`config.mk`:
```
export PLATFORM = sky130hd
export DESIGN_NAME = start_byte_checksum_deframer_core
export DESIGN_NICKNAME = d
export VERILOG_FILES = /design/src/design/sbcd_pkg.sv /design/src/design/sbcd_ram.sv /design/src/design/sbcd_rx.sv /design/src/design/sbcd_tx.sv /design/src/design/start_byte_checksum_deframer_core.sv
export SDC_FILE = /design/constraint.sdc
export NUM_CORES = 1
export LEC_CHECK = 0
export ABC_CLOCK_PERIOD_IN_PS = 2100
export BUFFER_PORTS_ARGS = -buffer_cell sky130_fd_sc_hd__buf_2
export CAP_MARGIN = 20
export CORE_MARGIN = 2
export CORE_UTILIZATION = 53
export DETAILED_ROUTE_END_ITERATION = 7
export GPL_TIMING_DRIVEN = 0
export PLACE_DENSITY = 0.87
export SYNTH_ARGS = -nofsm -noshare
export SYNTH_HDL_FRONTEND = slang
export SYNTH_SLANG_ARGS = --single-unit
export TNS_END_PERCENT = 20
```
`constraint.sdc`:
```
create_clock -name clk -period 2.1 [get_ports clk]
set_input_delay 0.42 -clock clk [delete_from_list [all_inputs] [get_ports clk]]
set_output_delay 0.42 -clock clk [all_outputs]
set_load 0.1 [all_outputs]
```
`src/design/sbcd_pkg.sv`:
```
// Shared constants and types for the start-byte checksum deframer.
package sbcd_pkg;

  localparam int DATA_BYTES = 4;
  localparam int IDX_W      = (DATA_BYTES > 1) ? $clog2(DATA_BYTES) : 1;
  localparam int CNT_W      = $clog2(DATA_BYTES + 1);
  localparam int ADDR_W     = IDX_W + 1;
  localparam int BYTE_W     = 8;
  localparam int BIDX_W     = 4;
  localparam logic [BYTE_W-1:0] START_RESET = 8'd126;

  typedef struct packed {
    logic commit;
    logic bank;
  } sbcd_commit_t;

endpackage

```
`src/design/sbcd_ram.sv`:
```
// Simple dual-port RAM, one write and one registered read port.
module sbcd_ram #(
  parameter int WIDTH  = 8,
  parameter int ADDR_W = 3
) (
  input  logic              clk,
  input  logic              we,
  input  logic [ADDR_W-1:0] waddr,
  input  logic [WIDTH-1:0]  wdata,
  input  logic              re,
  input  logic [ADDR_W-1:0] raddr,
  output logic [WIDTH-1:0]  rdata
);

  logic [WIDTH-1:0] mem [2**ADDR_W];

  always_ff @(posedge clk) begin
    if (we) begin
      mem[waddr] <= wdata;
    end
  end

  always_ff @(posedge clk) begin
    if (re) begin
      rdata <= mem[raddr];
    end
  end

endmodule

```
`src/design/sbcd_rx.sv`:
```
// Receive side: start hunt, byte storage into the frame RAM and checksum compare.
module sbcd_rx (
  input  logic                         clk,
  input  logic                         rst,
  input  logic                         cfg_wen,
  input  logic [sbcd_pkg::BYTE_W-1:0]  cfg_wdata,
  input  logic                         s_tvalid,
  output logic                         s_tready,
  input  logic [sbcd_pkg::BYTE_W-1:0]  s_tdata,
  input  logic [1:0]                   bank_full,
  output logic                         we,
  output logic [sbcd_pkg::ADDR_W-1:0]  waddr,
  output logic [sbcd_pkg::BYTE_W-1:0]  wdata,
  output sbcd_pkg::sbcd_commit_t       commit
);
  import sbcd_pkg::*;

  logic [BYTE_W-1:0] start_byte;
  logic              in_frame;
  logic [CNT_W-1:0]  cnt;
  logic [BYTE_W-1:0] sum;
  logic              wbank;
  logic              storing;
  logic              accept;

  assign storing  = in_frame && (cnt != CNT_W'(DATA_BYTES));
  assign s_tready = !(storing && bank_full[wbank]);
  assign accept   = s_tvalid && s_tready;

  assign we    = accept && storing;
  assign waddr = {wbank, cnt[IDX_W-1:0]};
  assign wdata = s_tdata;

  assign commit.commit = accept && in_frame && !storing && (s_tdata == sum);
  assign commit.bank   = wbank;

  always_ff @(posedge clk) begin
    if (rst) begin
      start_byte <= START_RESET;
    end else if (cfg_wen) begin
      start_byte <= cfg_wdata;
    end
  end

  always_ff @(posedge clk) begin
    if (rst) begin
      in_frame <= 1'b0;
      cnt      <= '0;
      sum      <= '0;
      wbank    <= 1'b0;
    end else if (accept) begin
      if (!in_frame) begin
        if (s_tdata == start_byte) begin
          in_frame <= 1'b1;
          cnt      <= '0;
          sum      <= '0;
        end
      end else if (storing) begin
        cnt <= cnt + CNT_W'(1);
        sum <= sum + s_tdata;
      end else begin
        in_frame <= 1'b0;
        cnt      <= '0;
        sum      <= '0;
        if (commit.commit) begin
          wbank <= ~wbank;
        end
      end
    end
  end

`ifndef ASSERT_OFF
  // never overwrite a bank still waiting to be sent
  a_no_write_full: assert property (@(posedge clk) disable iff (rst)
    we |-> !bank_full[wbank]) else $error("write into full bank");
  // a good frame always flips to the other bank
  a_commit_flip: assert property (@(posedge clk) disable iff (rst)
    commit.commit |=> wbank != $past(wbank)) else $error("bank not flipped");
  // only data bytes can be held off
  a_ready_hunt: assert property (@(posedge clk) disable iff (rst)
    !storing |-> s_tready) else $error("ready low outside data");
`endif

endmodule

```
`src/design/sbcd_tx.sv`:
```
// Transmit side: bank full flags and sequential read-out of committed frames.
module sbcd_tx (
  input  logic                         clk,
  input  logic                         rst,
  input  sbcd_pkg::sbcd_commit_t       commit,
  output logic [1:0]                   bank_full,
  output logic                         re,
  output logic [sbcd_pkg::ADDR_W-1:0]  raddr,
  output logic                         m_tvalid,
  input  logic                         m_tready,
  output logic [sbcd_pkg::BIDX_W-1:0]  out_idx,
  output logic                         m_tlast
);
  import sbcd_pkg::*;

  logic             rbank;
  logic [IDX_W-1:0] ridx;
  logic             rlast;
  logic [1:0]       bank_full_next;

  assign rlast = (ridx == IDX_W'(DATA_BYTES - 1));
  assign re    = bank_full[rbank] && (!m_tvalid || m_tready);
  assign raddr = {rbank, ridx};

  always_comb begin
    bank_full_next = bank_full;
    if (re && rlast) begin
      bank_full_next[rbank] = 1'b0;
    end
    if (commit.commit) begin
      bank_full_next[commit.bank] = 1'b1;
    end
  end

  always_ff @(posedge clk) begin
    if (rst) begin
      bank_full <= '0;
      rbank     <= 1'b0;
      ridx      <= '0;
      m_tvalid  <= 1'b0;
    end else begin
      bank_full <= bank_full_next;
      if (re) begin
        m_tvalid <= 1'b1;
        if (rlast) begin
          ridx  <= '0;
          rbank <= ~rbank;
        end else begin
          ridx <= ridx + IDX_W'(1);
        end
      end else if (m_tready) begin
        m_tvalid <= 1'b0;
      end
    end
  end

  always_ff @(posedge clk) begin
    if (re) begin
      out_idx <= BIDX_W'(ridx);
      m_tlast <= rlast;
    end
  end

`ifndef ASSERT_OFF
  // a commit only lands on an empty bank
  a_commit_empty: assert property (@(posedge clk) disable iff (rst)
    commit.commit |-> !bank_full[commit.bank]) else $error("commit on full bank");
  // last marker only on the final position
  a_last_idx: assert property (@(posedge clk) disable iff (rst)
    m_tvalid && m_tlast |-> out_idx == BIDX_W'(DATA_BYTES - 1))
    else $error("tlast at wrong index");
  // finishing a bank releases it and moves to the other one
  a_bank_done: assert property (@(posedge clk) disable iff (rst)
    re && rlast |=> rbank != $past(rbank) && !bank_full[$past(rbank)])
    else $error("bank not released");
`endif

endmodule

```
`src/design/start_byte_checksum_deframer_core.sv`:
```
// Top level of the start-byte checksum deframer.
//
// Slave stream carries received bytes, one request per byte (s_tdata[7:0]).
// While hunting, a byte equal to the start register opens a frame; the next
// DATA_BYTES bytes are stored in a two-bank frame RAM and summed modulo 256,
// and the byte after them is the checksum. On a match the frame's bytes leave
// on the master stream in order, tlast on the final one; on a mismatch
// nothing leaves. Either way the block returns to hunting.
// Input takes one byte per cycle while s_tready is high. A good checksum
// sets the bank's full flag; its bytes then leave one per cycle while m_tready
// is high, via the RAM's registered read port, overlapping the next frame.
// s_tready drops only when a data byte would go into a bank whose frame still
// waits to be sent (two good frames pending because the receiver stalls);
// it rises again as soon as the older frame's last byte is read.
// The start register (cfg_wen/cfg_wdata) resets to 126. A synchronous rst
// returns to hunting and drops any pending frames; no RAM clearing is needed.
module start_byte_checksum_deframer_core (
  input  logic        clk,
  input  logic        rst,
  input  logic        cfg_wen,
  input  logic [7:0]  cfg_wdata,
  input  logic        s_tvalid,
  output logic        s_tready,
  input  logic [7:0]  s_tdata,  // [7:0] rx_byte
  output logic        m_tvalid,
  input  logic        m_tready,
  output logic [15:0] m_tdata,  // [7:0] data_byte, [11:8] byte_index, zero pad
  output logic        m_tlast   // frame_last
);
  import sbcd_pkg::*;

  logic [1:0]        bank_full;
  logic              we;
  logic [ADDR_W-1:0] waddr;
  logic [BYTE_W-1:0] wdata;
  logic              re;
  logic [ADDR_W-1:0] raddr;
  logic [BYTE_W-1:0] rdata;
  logic [BIDX_W-1:0] out_idx;
  sbcd_commit_t      commit;

  sbcd_rx u_rx (
    .clk       (clk),
    .rst       (rst),
    .cfg_wen   (cfg_wen),
    .cfg_wdata (cfg_wdata),
    .s_tvalid  (s_tvalid),
    .s_tready  (s_tready),
    .s_tdata   (s_tdata),
    .bank_full (bank_full),
    .we        (we),
    .waddr     (waddr),
    .wdata     (wdata),
    .commit    (commit)
  );

  sbcd_ram #(
    .WIDTH  (BYTE_W),
    .ADDR_W (ADDR_W)
  ) u_ram (
    .clk   (clk),
    .we    (we),
    .waddr (waddr),
    .wdata (wdata),
    .re    (re),
    .raddr (raddr),
    .rdata (rdata)
  );

  sbcd_tx u_tx (
    .clk       (clk),
    .rst       (rst),
    .commit    (commit),
    .bank_full (bank_full),
    .re        (re),
    .raddr     (raddr),
    .m_tvalid  (m_tvalid),
    .m_tready  (m_tready),
    .out_idx   (out_idx),
    .m_tlast   (m_tlast)
  );

  assign m_tdata = {4'b0000, out_idx, rdata};

endmodule
```
==> impl_metrics.prom <==
# TYPE chip_impl_metric gauge
chip_impl_metric{name="insertion_delay",unit="ps"} 370
chip_impl_metric{name="achievable-frequency",unit="GHz"} 0.462
chip_impl_metric{name="grt_max_degree",unit=""} 17
chip_impl_metric{name="global_route_wire_length_before_repair",unit="um"} 12500
chip_impl_metric{name="relative_contribution_of_the_clock_network_to_total_power",unit="%"} 34.7
chip_impl_metric{name="r2r_cells",unit=""} 5
chip_impl_metric{name="worst_tran_pin_value",unit="ps"} 632
chip_impl_metric{name="summed_instance_area_of_the_synthesized_netlist",unit="um2"} 4290
chip_impl_metric{name="buffers_added_on_ports",unit=""} 32
chip_impl_metric{name="power.internal",unit="mW"} 2.79
chip_impl_metric{name="placementRows",unit=""} 32
chip_impl_metric{name="final_layout_size_suffix_gt1_share",unit="%"} 32.3
chip_impl_metric{name="critical_path.max_fanout",unit=""} 7
chip_impl_metric{name="layout_worst_path_cycle_share",unit="%"} 103
chip_impl_info{name="cts_tree",value="built"} 1
chip_impl_info{name="regToRegEndpoint",value="u_rx.sum[0]"} 1
chip_impl_metric{name="pwr_density_cell",unit="nW/um2"} 719
chip_impl_info{name="startpoint_type_of_the_worst_setup_path",value="register"} 1
chip_impl_info{name="critical_path.reg2reg.startpoint",value="u_rx.start_byte[6]"} 1
chip_impl_metric{name="cts.reportedPaths.clkPinSlew",unit="ps"} 100
chip_impl_metric{name="area.growth.synth_to_final",unit="%"} 15.8
chip_impl_metric{name="post_drt_via_cell_ratio",unit=""} 5.67
chip_impl_info{name="run_status",value="finished, violations left"} 1
chip_impl_info{name="synthDominantAreaCellType",value="sky130_fd_sc_hd__edfxtp_1"} 1
chip_impl_metric{name="fin_nets",unit=""} 368
chip_impl_metric{name="drt_first_iter_violations",unit=""} 175
chip_impl_metric{name="share_comb_of_total_power",unit="%"} 4.8
chip_impl_metric{name="leakage",unit="nW"} 1.75
chip_impl_metric{name="fin_area",unit="um2"} 4970
chip_impl_metric{name="post_synth_num_cell_types",unit=""} 42
chip_impl_metric{name="first_pass_iters",unit=""} 4
chip_impl_info{name="timing.setup.critical_path_class",value="reg -> out"} 1
chip_impl_info{name="hold_path_end",value="u_rx.start_byte[3]"} 1
chip_impl_metric{name="ffs_latches_synth",unit=""} 102
chip_impl_metric{name="netlist_instances",unit=""} 276
chip_impl_metric{name="final_gp_congestion",unit=""} 0.824
chip_impl_metric{name="netsw",unit="mW"} 0.786
chip_impl_info{name="worst_hold_path_type",value="in -> reg"} 1
chip_impl_metric{name="grt_antenna_before_repair",unit=""} 0
chip_impl_metric{name="drv.max_cap_violation_count",unit=""} 0
chip_impl_info{name="worstPathCellList",value="inv_1 -> ha_1 -> a21bo_2 -> or2_2 -> buf_8"} 1
chip_impl_metric{name="area_post_placement",unit="um2"} 4640
chip_impl_metric{name="finalMaxSlewViolations",unit=""} 0
chip_impl_metric{name="postRouteAntennaNets",unit=""} 0
chip_impl_metric{name="sum_neg_setup_slack",unit="ps"} -66.5
chip_impl_info{name="worstHoldStart",value="cfg_wdata[3]"} 1
chip_impl_info{name="failed_checks",value="negative setup slack"} 1
chip_impl_metric{name="synthesis.area_per_instance",unit="um2"} 15.6
chip_impl_metric{name="die_width",unit="um"} 94
chip_impl_metric{name="grt_remaining_overflow",unit=""} 0
chip_impl_metric{name="finalWirelength",unit="um"} 7910
chip_impl_metric{name="synth_sequential_area_ratio",unit="%"} 65.1
chip_impl_info{name="crit_path_top_delay_cell",value="sky130_fd_sc_hd__dfxtp_4"} 1
chip_impl_metric{name="ir_drop",unit="uV"} 375
chip_impl_metric{name="htreeDepth",unit=""} 3
chip_impl_metric{name="detail_route.wl_per_cell",unit="um"} 17.9
chip_impl_metric{name="yosysTopAreaCellShare",unit="%"} 52.5
chip_impl_metric{name="worst-endpoint-arrival",unit="ps"} 1750
chip_impl_metric{name="fin_hold_ws",unit="ps"} 268
chip_impl_metric{name="crit_required",unit="ps"} 1680
chip_impl_info{name="synth_area_leaders",value="sky130_fd_sc_hd__edfxtp_1 (52%), sky130_fd_sc_hd__dfxtp_1 (13%), sky130_fd_sc_hd__mux4_2 (8.4%)"} 1
chip_impl_metric{name="async_flop_share",unit="%"} 0
chip_impl_metric{name="final.min_clock_period",unit="ps"} 2170
chip_impl_metric{name="antennaDiodeCount",unit=""} 0
chip_impl_metric{name="initial_core_utilization",unit="%"} 55.0
chip_impl_metric{name="timing.slew.headroom",unit="%"} 57.5
chip_impl_metric{name="slowest_delay",unit="ps"} 420
chip_impl_metric{name="track_usage",unit="%"} 19.4
chip_impl_metric{name="dr_vias",unit=""} 2511
chip_impl_metric{name="post-route-drc-count",unit=""} 0
chip_impl_metric{name="timing.hold.worst_path_depth",unit=""} 3
chip_impl_metric{name="final_worst_clock_skew",unit="ps"} 11.6
chip_impl_info{name="setup_repair_after_global_routing_missed_its_margin",value="yes"} 1
chip_impl_metric{name="netSwitchingFraction",unit="%"} 22.0
chip_impl_metric{name="final_hold_viol_count",unit=""} 0
chip_impl_metric{name="clock_sink_count",unit=""} 102
chip_impl_info{name="dominantRegCellSynth",value="sky130_fd_sc_hd__edfxtp_1"} 1
chip_impl_metric{name="floorplan.die.height",unit="um"} 94
chip_impl_metric{name="design.core.area",unit="um2"} 7810
chip_impl_metric{name="dp_hpwl",unit="um"} 5670
chip_impl_metric{name="synth_enable_flop_cells",unit=""} 75
chip_impl_metric{name="seq_power_share",unit="%"} 60.6
chip_impl_metric{name="final-setup-viol-count",unit=""} 1
chip_impl_metric{name="setup.reg_to_reg.worst_slack",unit="ps"} 60
chip_impl_metric{name="place_worst_setup_slack",unit="ps"} -387
chip_impl_metric{name="design_power_total",unit="mW"} 3.57
chip_impl_metric{name="postLayoutSetupSlackWorst",unit="ps"} -66.5
chip_impl_metric{name="grt_pass1_vias",unit=""} 2441
chip_impl_info{name="clock_tree.root_cell",value="sky130_fd_sc_hd__clkbuf_8"} 1
chip_impl_metric{name="fp.dieArea",unit="um2"} 8840
chip_impl_metric{name="design.portCount",unit=""} 40
chip_impl_metric{name="clockBufferDepth",unit=""} 2
chip_impl_metric{name="cts_inserted_buffers",unit=""} 9
chip_impl_info{name="critPathCaptureType",value="output port"} 1
chip_impl_metric{name="number_of_warnings_issued_by_yosys",unit=""} 0
==> layout by cell type (no fill, tap or decap), types with 6 or more instances in the layout <==
cell type                  instances
sky130_fd_sc_hd__edfxtp_1         75
sky130_fd_sc_hd__buf_2            33
sky130_fd_sc_hd__dfxtp_1          25
sky130_fd_sc_hd__mux4_2           16
sky130_fd_sc_hd__buf_4            16
sky130_fd_sc_hd__nand2_1          16
sky130_fd_sc_hd__xor2_1           12
sky130_fd_sc_hd__mux2i_1          11
sky130_fd_sc_hd__a21oi_1          11
sky130_fd_sc_hd__nor2_1           11
sky130_fd_sc_hd__ha_1             10
sky130_fd_sc_hd__clkbuf_8         10
sky130_fd_sc_hd__mux2_2            8
sky130_fd_sc_hd__a22o_1            8
sky130_fd_sc_hd__inv_1             6
sky130_fd_sc_hd__conb_1            6
==> final cells by class <==
| class | count | area [um2] |
|---|---|---|
| multi-input combinational | 159 | 1480 |
| sequential | 102 | 2800 |
| clock buffer | 10 | 138 |
| tap | 102 | 128 |
| inverter | 6 | 22.5 |
| timing repair buffer | 44 | 255 |
| buffer | 14 | 92.6 |
| clock inverter | 6 | 60.1 |
| fill | 556 | 2840 |
==> timing repair <==
action / in CTS / in global routing
hold buffers: 0 / 0
pin swaps: 1 / 1
gates resized for setup: 16 / 9
buffers inserted: 3 / 4
endpoints found under the setup margin: 59 / 59
==> critical path, delay by kind of cell (launching register included) <==
family,cells,cell delay [ps]
compound gates,1,220
simple gates,1,290
fa+ha+maj,1,200
buf+inv,2,250
flops,1,420
==> cells by family (layout without fill, tap and decap cells) <==
| kind of cell | Yosys count | count (layout) | share of synthesized area [%] |
|---|---|---|---|
| other | 1 | 6 | 0.0874 |
| DFF | 102 | 102 | 65.1 |
| AOI/OAI and AO/OA | 34 | 34 | 5.33 |
| and+or+nand+nor | 57 | 57 | 7.00 |
| xor gates and xnor gates | 15 | 15 | 3.06 |
| muxes | 36 | 36 | 13.6 |
| buffers and inverters | 20 | 80 | 2.51 |
| adders and majority gates | 11 | 11 | 3.38 |
==> sequential cells by signal, indices dropped and copies added (netlist names) <==
name and cells:
u_ram.mem 64, u_ram.rdata 8, u_rx.start_byte 8, u_rx.sum 8, u_rx.cnt 3, u_tx.bank_full 2, u_tx.out_idx 2, u_tx.ridx 2
u_rx.in_frame 1, u_rx.wbank 1, u_tx.m_tlast 1, u_tx.m_tvalid 1, u_tx.rbank 1
==> Yosys cell counts (2+ instances only) <==
| master | count |
|---|---|
| sky130_fd_sc_hd__xnor2_1 | 3 |
| sky130_fd_sc_hd__mux4_2 | 16 |
| sky130_fd_sc_hd__a22o_1 | 8 |
| sky130_fd_sc_hd__nand2_1 | 16 |
| sky130_fd_sc_hd__ha_1 | 10 |
| sky130_fd_sc_hd__nand3_1 | 5 |
| sky130_fd_sc_hd__buf_4 | 6 |
| sky130_fd_sc_hd__o211ai_1 | 3 |
| sky130_fd_sc_hd__nor3b_1 | 2 |
| sky130_fd_sc_hd__inv_1 | 6 |
| sky130_fd_sc_hd__mux2i_1 | 11 |
| sky130_fd_sc_hd__buf_2 | 2 |
| sky130_fd_sc_hd__nor2_1 | 14 |
| sky130_fd_sc_hd__o21ai_0 | 4 |
| sky130_fd_sc_hd__edfxtp_1 | 75 |
| sky130_fd_sc_hd__nor3_1 | 8 |
| sky130_fd_sc_hd__dfxtp_1 | 27 |
| sky130_fd_sc_hd__nor4_1 | 5 |
| sky130_fd_sc_hd__clkbuf_1 | 4 |
| sky130_fd_sc_hd__mux2_2 | 8 |
| sky130_fd_sc_hd__a21oi_1 | 11 |
| sky130_fd_sc_hd__xor2_1 | 12 |
==> through the flow <==
| stage | std cells | utilization [%] |
|---|---|---|
| floorplan | 281 | - |
| global route | 443 | 63.7 |
| global placement | 415 | 59.0 |
| CTS | 439 | 62.9 |
| finish | 443 | 63.7 |
| detailed placement | 420 | 59.4 |
==> layer usage <==
metal | up-vias | global-route usage, % | part of all wire (%)
met5 | - | 0 | 0
met4 | 0 | 7.97 | 2.5
met3 | 15 | 3.85 | 3.4
met2 | 63 | 32.6 | 52
met1 | 1265 | 24.8 | 42
li1 | 1168 | - | -
==> power groups by stage <==
stage	Combinational, mW	Sequential (mW)	Clock, mW
floorplan	0.111	2.21	0
global placement	0.163	2.21	0
detailed placement	0.169	2.21	0
CTS	0.170	2.16	1.25
global route	0.183	2.17	1.34
finish	0.170	2.16	1.24
==> how the worst max path moves through the flow <==
stage                       to  slack [ps]        start
2_1_floorplan  u_ram.mem[0][0]        -170  u_rx.cnt[0]
3_3_place_gp   u_ram.mem[0][6]        -820  u_rx.cnt[0]
3_5_place_dp   u_ram.mem[7][6]        -390  u_rx.cnt[0]
4_1_cts               s_tready         -70  u_rx.cnt[1]
5_1_grt               s_tready        -140  u_rx.cnt[1]
6_report              s_tready         -70  u_rx.cnt[1]
No activity file was read; power rests on OpenSTA's default activity.
